[config.mk]
export PLATFORM = sky130hd
export DESIGN_NAME = double_ended_queue
export DESIGN_NICKNAME = d
export VERILOG_FILES = /design/src/rtl/core/deq_pkg.sv /design/src/rtl/core/double_ended_queue.sv /design/src/rtl/core/deq_ram.sv /design/src/rtl/core/deq_ctrl.sv /design/src/rtl/core/deq_dp.sv
export SDC_FILE = /design/constraint.sdc
export NUM_CORES = 2
export LEC_CHECK = 0
export BUFFER_PORTS_ARGS = -buffer_cell sky130_fd_sc_hd__buf_2
export CAP_MARGIN = 30
export CORE_ASPECT_RATIO = 0.9
export CORE_MARGIN = 2
export CORE_UTILIZATION = 57
export CTS_CLUSTER_DIAMETER = 120
export CTS_CLUSTER_SIZE = 20
export DETAILED_ROUTE_END_ITERATION = 6
export PLACE_DENSITY = 0.75
export SYNTH_ARGS = -nofsm -noshare
export SYNTH_HDL_FRONTEND = slang
export SYNTH_SLANG_ARGS = --single-unit
[constraint.sdc]
create_clock -name clock -period 5.6 [get_ports clock]
set_clock_uncertainty 0.05 [all_clocks]
set_input_delay 0.28 -clock clock [delete_from_list [all_inputs] [get_ports clock]]
set_output_delay 0.28 -clock clock [all_outputs]
set_load 0.01 [all_outputs]
[src/rtl/core/deq_pkg.sv]
package deq_pkg;

   localparam int DataW = 32;

   // operation codes
   localparam logic [2:0] MODE_PUSH_FRONT = 3'd0;
   localparam logic [2:0] MODE_PUSH_REAR  = 3'd1;
   localparam logic [2:0] MODE_POP_FRONT  = 3'd2;
   localparam logic [2:0] MODE_POP_REAR   = 3'd3;
   localparam logic [2:0] MODE_LIST_FWD   = 3'd4;
   localparam logic [2:0] MODE_LIST_REV   = 3'd5;

   // response status codes
   localparam logic [1:0] ST_OK    = 2'd0;
   localparam logic [1:0] ST_EMPTY = 2'd1;
   localparam logic [1:0] ST_FULL  = 2'd2;

   // controller -> datapath
   typedef struct packed {
      logic       latch_req;
      logic       push_front;
      logic       push_rear;
      logic       pop_front;
      logic       pop_rear;
      logic       list_start;
      logic       list_next;
      logic       emit_status;
      logic       emit_data;
      logic       emit_last;
      logic [1:0] status;
   } cmd_type;

   // datapath -> controller
   typedef struct packed {
      logic [2:0] mode;
      logic       full;
      logic       empty;
      logic       can_load;
      logic       list_end;
   } sts_type;

endpackage

[src/rtl/core/double_ended_queue.sv]
// Bounded double-ended queue of signed 32-bit values in a ring of DEPTH entries.
// Request channel (req_*): one beat carries a mode and a value. Modes are push
//   front, push rear, pop front, pop rear, list front-to-rear, list rear-to-front;
//   codes six and seven are swallowed with no response.
// Response channel (rsp_*): push and pop give one beat (pop carries the removed
//   value); a listing gives one beat per stored value, rsp_last on the final one.
//   Full push and empty pop/list give a single beat with a nonzero status.
// Timing: one request is worked at a time. req_ready is high only while the
//   controller is idle. A push or a failed op loads its beat from S_EXEC; a pop
//   reads the ring in S_EXEC and loads the beat in S_POP; a listing reads in
//   S_EXEC and then streams one beat per cycle from S_LIST while rsp_ready
//   allows. The controller returns to S_IDLE as the last beat is loaded and
//   takes the next request there. The ring memory read is registered, which is
//   why pops and listings pass through S_POP or S_LIST.
// Stalls: rsp_ready low holds the output register; the controller waits and the
//   ring read data is held until the beat can be loaded.
// Reset: synchronous; the queue comes up empty and the response register idle.
//   Ring contents are not cleared (only written entries are ever read).
module double_ended_queue import deq_pkg::*; #(
   parameter int DEPTH = 64
) (
   input  logic                    clock,
   input  logic                    reset,
   input  logic                    req_valid,
   output logic                    req_ready,
   input  logic [2:0]              req_mode,
   input  logic signed [DataW-1:0] req_value,
   output logic                    rsp_valid,
   input  logic                    rsp_ready,
   output logic signed [DataW-1:0] rsp_item_value,
   output logic [1:0]              rsp_status,
   output logic                    rsp_last
);

   cmd_type cmd;   // controller commands
   sts_type sts;   // datapath flags

   // sequencing: accept, execute, pop read-back, list streaming
   deq_ctrl u_ctrl (
      .clock     (clock),
      .reset     (reset),
      .req_valid (req_valid),
      .req_ready (req_ready),
      .sts       (sts),
      .cmd       (cmd)
   );

   // pointers, count, ring memory and the response register
   deq_dp #(
      .DEPTH (DEPTH)
   ) u_dp (
      .clock          (clock),
      .reset          (reset),
      .cmd            (cmd),
      .sts            (sts),
      .req_mode       (req_mode),
      .req_value      (req_value),
      .rsp_ready      (rsp_ready),
      .rsp_valid      (rsp_valid),
      .rsp_item_value (rsp_item_value),
      .rsp_status     (rsp_status),
      .rsp_last       (rsp_last)
   );

endmodule

[src/rtl/core/deq_ram.sv]
module deq_ram #(
   parameter int WIDTH = 32,
   parameter int DEPTH = 64
) (
   input  logic                     clock,
   input  logic                     we,
   input  logic [$clog2(DEPTH)-1:0] waddr,
   input  logic [WIDTH-1:0]         wdata,
   input  logic                     re,
   input  logic [$clog2(DEPTH)-1:0] raddr,
   output logic [WIDTH-1:0]         rdata
);

   logic [WIDTH-1:0] mem_ff [DEPTH];
   logic [WIDTH-1:0] rdata_ff;

   always_ff @(posedge clock) begin
      if (we) begin
         mem_ff[waddr] <= wdata;
      end
      if (re) begin
         rdata_ff <= mem_ff[raddr];
      end
   end

   assign rdata = rdata_ff;

endmodule

[src/rtl/core/deq_ctrl.sv]
module deq_ctrl import deq_pkg::*; (
   input  logic    clock,
   input  logic    reset,
   input  logic    req_valid,
   output logic    req_ready,
   input  sts_type sts,
   output cmd_type cmd
);

   typedef enum logic [3:0] {
      S_IDLE = 4'b0001,
      S_EXEC = 4'b0010,
      S_POP  = 4'b0100,
      S_LIST = 4'b1000
   } state_type;

   state_type state_ff, state_in;

   assign req_ready = (state_ff == S_IDLE);

   always_comb begin
      cmd      = '0;
      state_in = state_ff;
      unique case (state_ff)
         S_IDLE: begin
            if (req_valid) begin
               cmd.latch_req = 1'b1;
               state_in      = S_EXEC;
            end
         end
         S_EXEC: begin
            if (sts.can_load) begin
               state_in = S_IDLE;
               unique case (sts.mode)
                  MODE_PUSH_FRONT, MODE_PUSH_REAR: begin
                     cmd.emit_status = 1'b1;
                     if (sts.full) begin
                        cmd.status = ST_FULL;
                     end else begin
                        cmd.status     = ST_OK;
                        cmd.push_front = (sts.mode == MODE_PUSH_FRONT);
                        cmd.push_rear  = (sts.mode == MODE_PUSH_REAR);
                     end
                  end
                  MODE_POP_FRONT, MODE_POP_REAR: begin
                     if (sts.empty) begin
                        cmd.emit_status = 1'b1;
                        cmd.status      = ST_EMPTY;
                     end else begin
                        cmd.pop_front = (sts.mode == MODE_POP_FRONT);
                        cmd.pop_rear  = (sts.mode == MODE_POP_REAR);
                        state_in      = S_POP;
                     end
                  end
                  MODE_LIST_FWD, MODE_LIST_REV: begin
                     if (sts.empty) begin
                        cmd.emit_status = 1'b1;
                        cmd.status      = ST_EMPTY;
                     end else begin
                        cmd.list_start = 1'b1;
                        state_in       = S_LIST;
                     end
                  end
                  default: begin
                     state_in = S_IDLE;   // unused codes: dropped silently
                  end
               endcase
            end
         end
         S_POP: begin
            if (sts.can_load) begin
               cmd.emit_data = 1'b1;
               cmd.emit_last = 1'b1;
               state_in      = S_IDLE;
            end
         end
         S_LIST: begin
            if (sts.can_load) begin
               cmd.emit_data = 1'b1;
               cmd.emit_last = sts.list_end;
               if (sts.list_end) begin
                  state_in = S_IDLE;
               end else begin
                  cmd.list_next = 1'b1;
               end
            end
         end
         default: begin
            state_in = S_IDLE;
         end
      endcase
   end

   always_ff @(posedge clock) begin
      if (reset) begin
         state_ff <= S_IDLE;
      end else begin
         state_ff <= state_in;
      end
   end

endmodule

[src/rtl/core/deq_dp.sv]
module deq_dp import deq_pkg::*; #(
   parameter int DEPTH = 64
) (
   input  logic                    clock,
   input  logic                    reset,
   input  cmd_type                 cmd,
   output sts_type                 sts,
   input  logic [2:0]              req_mode,
   input  logic signed [DataW-1:0] req_value,
   input  logic                    rsp_ready,
   output logic                    rsp_valid,
   output logic signed [DataW-1:0] rsp_item_value,
   output logic [1:0]              rsp_status,
   output logic                    rsp_last
);

   localparam int AW = $clog2(DEPTH);
   localparam int CW = $clog2(DEPTH + 1);
   localparam logic [AW:0]   DepthA  = (AW + 1)'(DEPTH);
   localparam logic [AW-1:0] LastIdx = AW'(DEPTH - 1);
   localparam logic [CW-1:0] DepthC  = CW'(DEPTH);

   // ring index add, both operands below DEPTH
   function automatic logic [AW-1:0] wrap_add(input logic [AW-1:0] a, input logic [AW-1:0] b);
      logic [AW:0] s;
      s = {1'b0, a} + {1'b0, b};
      if (s >= DepthA) begin
         s = s - DepthA;
      end
      return s[AW-1:0];
   endfunction

   logic [2:0]              mode_ff;
   logic signed [DataW-1:0] value_ff;
   logic [AW-1:0]           front_ff, front_in;
   logic [CW-1:0]           count_ff, count_in;
   logic [AW-1:0]           k_ff, k_in;
   logic                    rsp_valid_ff, rsp_valid_in;
   logic signed [DataW-1:0] rsp_value_ff;
   logic [1:0]              rsp_status_ff;
   logic                    rsp_last_ff;

   logic [CW-1:0]    cnt_m1;
   logic [AW-1:0]    k_sel;
   logic [CW-1:0]    rev_off;
   logic [AW-1:0]    list_off;
   logic [AW-1:0]    front_dec, front_inc;
   logic             ram_we, ram_re;
   logic [AW-1:0]    ram_waddr, ram_raddr;
   logic [DataW-1:0] ram_rdata;
   logic             emit;

   assign cnt_m1    = count_ff - 1'b1;
   assign k_sel     = cmd.list_start ? '0 : k_ff + 1'b1;
   assign rev_off   = cnt_m1 - CW'(k_sel);
   assign list_off  = (mode_ff == MODE_LIST_REV) ? rev_off[AW-1:0] : k_sel;
   assign front_dec = (front_ff == '0) ? LastIdx : front_ff - 1'b1;
   assign front_inc = (front_ff == LastIdx) ? '0 : front_ff + 1'b1;

   assign ram_we    = cmd.push_front | cmd.push_rear;
   assign ram_waddr = cmd.push_front ? front_dec : wrap_add(front_ff, count_ff[AW-1:0]);
   assign ram_re    = cmd.pop_front | cmd.pop_rear | cmd.list_start | cmd.list_next;

   always_comb begin
      if (cmd.pop_front) begin
         ram_raddr = front_ff;
      end else if (cmd.pop_rear) begin
         ram_raddr = wrap_add(front_ff, cnt_m1[AW-1:0]);
      end else begin
         ram_raddr = wrap_add(front_ff, list_off);
      end
   end

   deq_ram #(
      .WIDTH (DataW),
      .DEPTH (DEPTH)
   ) u_ram (
      .clock (clock),
      .we    (ram_we),
      .waddr (ram_waddr),
      .wdata (value_ff),
      .re    (ram_re),
      .raddr (ram_raddr),
      .rdata (ram_rdata)
   );

   always_comb begin
      front_in = front_ff;
      count_in = count_ff;
      if (cmd.push_front) begin
         front_in = front_dec;
      end else if (cmd.pop_front) begin
         front_in = front_inc;
      end
      if (ram_we) begin
         count_in = count_ff + 1'b1;
      end else if (cmd.pop_front | cmd.pop_rear) begin
         count_in = cnt_m1;
      end
   end

   assign k_in         = (cmd.list_start | cmd.list_next) ? k_sel : k_ff;
   assign emit         = cmd.emit_status | cmd.emit_data;
   assign rsp_valid_in = emit | (rsp_valid_ff & ~rsp_ready);

   always_ff @(posedge clock) begin
      if (reset) begin
         front_ff     <= '0;
         count_ff     <= '0;
         rsp_valid_ff <= 1'b0;
      end else begin
         front_ff     <= front_in;
         count_ff     <= count_in;
         rsp_valid_ff <= rsp_valid_in;
      end
   end

   always_ff @(posedge clock) begin
      k_ff <= k_in;
      if (cmd.latch_req) begin
         mode_ff  <= req_mode;
         value_ff <= req_value;
      end
      if (cmd.emit_status) begin
         rsp_value_ff  <= '0;
         rsp_status_ff <= cmd.status;
         rsp_last_ff   <= 1'b1;
      end else if (cmd.emit_data) begin
         rsp_value_ff  <= ram_rdata;
         rsp_status_ff <= ST_OK;
         rsp_last_ff   <= cmd.emit_last;
      end
   end

   assign sts.mode     = mode_ff;
   assign sts.full     = (count_ff == DepthC);
   assign sts.empty    = (count_ff == '0);
   assign sts.can_load = ~rsp_valid_ff | rsp_ready;
   assign sts.list_end = (CW'(k_ff) == cnt_m1);

   assign rsp_valid      = rsp_valid_ff;
   assign rsp_item_value = rsp_value_ff;
   assign rsp_status     = rsp_status_ff;
   assign rsp_last       = rsp_last_ff;

endmodule

==> summary.md <==
| Metric | Value |
|---|---|
| Ys Warns | `0` |
| Number of antenna violations at the first check in global routing | `8` |
| Crit path from | `u_dp.count_ff[1]` |
| Setup TNS | `0 ns` |
| Mapped cell area | `85970 um2` |
| DIE AREA | `153900 um2` |
| Largest net degree at the start of global routing | `129` |
| Worst VDD drop | `0.2614 mV` |
| PortBufs | `75` |
| Met1 Usage GRT | `44.17%` |
| Startpoint types | `register` |
| Final wirelength | `244700 um` |
| CTS tree | `done` |
| Hold_ws | `0.1440 ns` |
| Root Buffer | `clkbuf_16` |
| Die H | `372.4 um` |
| Design area | `95460 um2` |
| Overall routing resource usage | `31.15%` |
| Reg2Reg Depth | `24` |
| Final Max Slew Viols | `0` |
| R2R Path Start | `u_dp.count_ff[1]` |
| Number of synthesized flops with an enable pin | `2123` |
| Via Count | `56.89k` |
| Ports | `76` |
| # DRC | `0` |
| Overflow after GRT | `0` |
| GRT busiest layer | `met2` |
| Yosys reg bits | `2174` |
| Pwr Density | `301.9 nW/um2` |
| Initial Util | `57.25%` |
| Maxcap violations | `0` |
| Vias per inst | `6.490` |
| Global-route wire length before repair | `350600 um` |
| Peak Freq | `183.6 MHz` |
| Met2 Use GR | `45.47%` |
| Core footprint | `150200 um2` |
| Critical path capture point type | `register` |
| Worst skew pair latency | `0.79 ns` |
| Chip width | `413.4 um` |
| CP cell instances | `inv_1 > ha_2 > nor3b_4 > and3b_2 > nor3b_2 > nor2_2 > ha_2 > inv_1 > fa_2 > nand2_1 > o21ai_0 > nand2_1 > o21ai_0 > fa_2 > a21o_1 > a21oi_1 > xor2_1 > mux2_4 > nand2b_2 > nand2b_4 > buf_12 > o22ai_1 > nor4_1 > a32o_1` |
| Met3 track demand over resource | `9.133%` |
| Post-Syn Instances | `6573` |
| Routed wire per std cell | `27.92 um` |
| Least-Margin Pin Slew | `1.049 ns` |
| Num rows | `135` |
| Share of cells above drive strength 1 | `10.39%` |
| Clock slew at reported path FFs | `0.09 ns` |
| Status | `finished clean` |
| Routability Congestion | `0.9148` |
| Pleak | `32.24 nW` |
| DR iter-0 viols | `9572` |
| Worst min path class | `in -> reg` |
| Max-Slew Margin vs Limit | `29.88%` |
| Average cell area after synthesis | `13.08 um2` |
| Depth of the CTS H-tree | `3` |
| Vias in the first global route | `53.12k` |
| Filler Cell Count | `10.46k` |
| CP max-delay cell | `nor4_1` |
| CP Data Required Time | `6.22 ns` |
| Antenna-violating nets left | `0` |
| Sequential fraction of the synthesis area | `75.35%` |
| Final setup violation count | `0` |
| Post-DP Area | `91310 um2` |
| Synth async-reset ratio | `0%` |
| Clk buf depth | `3` |
| Post-route minimum period | `5.448 ns` |
| Most used DFF post-synth | `edfxtp_1` |
| TritonCTS Buffers | `118` |
| Final hold vios | `0` |
| Clock sinks | `2174` |
| Post-Syn Nets | `6636` |
| Worst reg2reg setup slack | `0.15 ns` |
| Detailed placer's ending HPWL | `137100 um` |
| Max incr delay on CP | `0.58 ns` |
| Crit path DAT | `6.06 ns` |
| Period utilization | `97.28%` |
| Worst r2r dst | `u_dp.u_ram.rdata[2]` |
| Start-to-end type of the worst setup path | `reg -> reg` |
| Yosys cell types | `72` |
| Drt pass-1 iters | `6` |
| Critical-path maximum fanout | `16` |
| Area growth, synth to finish | `11.04%` |
| Nets | `6798` |
| Post-Route Utilization | `63.57%` |
| Worst setup path end | `u_dp.u_ram.rdata[2]` |
[Yosys cell counts (3+ instances only)]
cell,instances,area share (%)
nand2b_1,6,0.044
a32o_1,32,0.37
nor2_1,143,0.62
a211o_1,3,0.031
o31ai_1,6,0.052
o31ai_2,4,0.058
nand3_1,710,4.1
mux2i_1,10,0.12
xnor2_1,21,0.21
o22ai_1,33,0.24
buf_1,45,0.20
o21ai_0,17,0.099
or2_2,6,0.044
nand4_1,95,0.69
a31oi_1,197,1.4
xor2_1,13,0.13
fa_1,3,0.070
clkbuf_1,276,1.2
a311oi_1,69,0.70
ha_1,21,0.31
and2_1,8,0.058
a211oi_1,135,1.2
nor2b_1,7,0.051
dfxtp_1,51,1.2
and3_1,141,1.0
a21oi_1,182,1.1
inv_1,15,0.065
a22oi_1,34,0.30
a21o_1,4,0.035
nand2_1,1955,8.5
edfxtp_1,2123,74
o211ai_1,3,0.026
nor3_1,10,0.058
nor4_1,36,0.26
buf_2,110,0.64
[sequential cells by signal, indices dropped and copies added, names as in the netlist]
register,cells
u_dp.u_ram.mem_ff,2048
u_dp.rsp_item_value,32
u_dp.u_ram.rdata,32
u_dp.value_ff,32
u_dp.count_ff,7
u_dp.front_ff,6
u_dp.k_ff,6
u_ctrl.state_ff,4
u_dp.mode_ff,3
u_dp.rsp_status,2
u_dp.rsp_last,1
u_dp.rsp_valid,1
[worst min path at each step]
stage	endpoint	depth (start not counted)	slack (ns)	from
final	u_dp.value_ff[12]	2	0.14	req_value[12]
after global routing	u_dp.mode_ff[2]	2	0.14	req_mode[2]
after CTS	u_dp.value_ff[6]	2	0.11	req_value[6]
after detailed placement	u_dp.rsp_item_value[26]	2	0.39	u_dp.rsp_item_value[26]
after global placement	u_dp.rsp_item_value[23]	2	0.40	u_dp.rsp_item_value[23]
after floorplan	u_dp.mode_ff[0]	0	0.33	req_mode[0]
[routing by layer]
layer / vias up / share of wire [%]
met4: 0 / 4.5
met2: 4121 / 43
met1: 27890 / 37
li1: 24440 / -
met3: 437 / 15
met5: - / 0
[report_power, final]
part	total, W	internal, W	leakage, nW	switching, W
clock	0.00892	0.00390	1.57	0.00502
combinational	0.00199	0.000556	11.2	0.00143
sequential	0.0179	0.0179	19.5	0.0000128
total	0.0288	0.0224	32.2	0.00646
[cell families (layout without fill, tap and decap cells)]
kind of cell / after synthesis / count (layout) / share of synthesized area (%)
AO/OA/AOI/OAI: 736 / 736 / 5.775
XOR/XNOR: 34 / 34 / 0.3464
multiplexers: 14 / 15 / 0.1892
buffers and inverters: 449 / 653 / 2.142
AND/OR/NAND/NOR: 3141 / 3141 / 15.81
other: 0 / 1 / 0
flip-flops: 2174 / 2174 / 75.35
adder cells (fa/ha/maj): 25 / 25 / 0.3872
[cell type report]
type	instances	area [um2]	share of cell area (%)
flip-flops and latches	2174	64770	67.86
multi-input cells	3951	20180	21.14
repair buffers	475	4692	4.915
clock buffers	156	3117	3.265
well taps	1986	2485	2.603
clock inverters	7	147.6	0.1547
inverters	15	56.30	0.05898
diodes	1	2.502	0.002622
[cell usage in the layout, fill, tap and decap left out, types with 6 or more instances in the layout]
master         instances
edfxtp_1            2123
nand2_1             1952
nand3_1              710
buf_4                266
a31oi_1              195
a21oi_1              181
and3_1               141
a211oi_1             133
clkbuf_16            121
nand4_1               95
buf_12                84
buf_2                 75
nor2_1                70
a311oi_1              69
nor2_4                66
dfxtp_1               50
dlygate4sd3_1         40
clkbuf_1              37
a22oi_1               33
a32o_1                32
nor4_1                30
o22ai_1               29
xnor2_1               21
ha_1                  17
o21ai_0               16
inv_1                 15
xor2_1                12
nor3_1                 9
nor2_2                 9
mux2i_1                9
nor2b_1                7
or2_2                  6
o31ai_1                6
buf_16                 6
[through the flow]
| stage | cells | power [W] | setup slack, ns |
|---|---|---|---|
| 3_3_place_gp | 8541 | 0.02011 | 0.2133 |
| 6_report | 8765 | 0.02882 | 0.1521 |
| 2_1_floorplan | 6573 | 0.01926 | 0.2048 |
| 5_1_grt | 8764 | 0.02946 | -0.04206 |
| 3_5_place_dp | 8544 | 0.02016 | 0.08619 |
| 4_1_cts | 8747 | 0.02876 | 0.009463 |
[worst max-delay path: cells and delay by family (launching register included)]
kind	cells	cell delay, ns
xor gates and xnor gates	1	0.21
DFF	1	0.35
buffers and inverters	3	0.37
and+or+nand+nor	9	1.85
AOI/OAI and AO/OA	6	1.04
adders and majority gates	4	1.18
muxes	1	0.23
[what timing repair did]
item / CTS / global route
endpoints found under the hold margin: 53 / 0
hold buffers: 40 / 0
buffers inserted: 0 / 11
endpoints found under the setup margin: 0 / 32
gates resized for setup: 0 / 49
(Power assumes the default switching activity.)
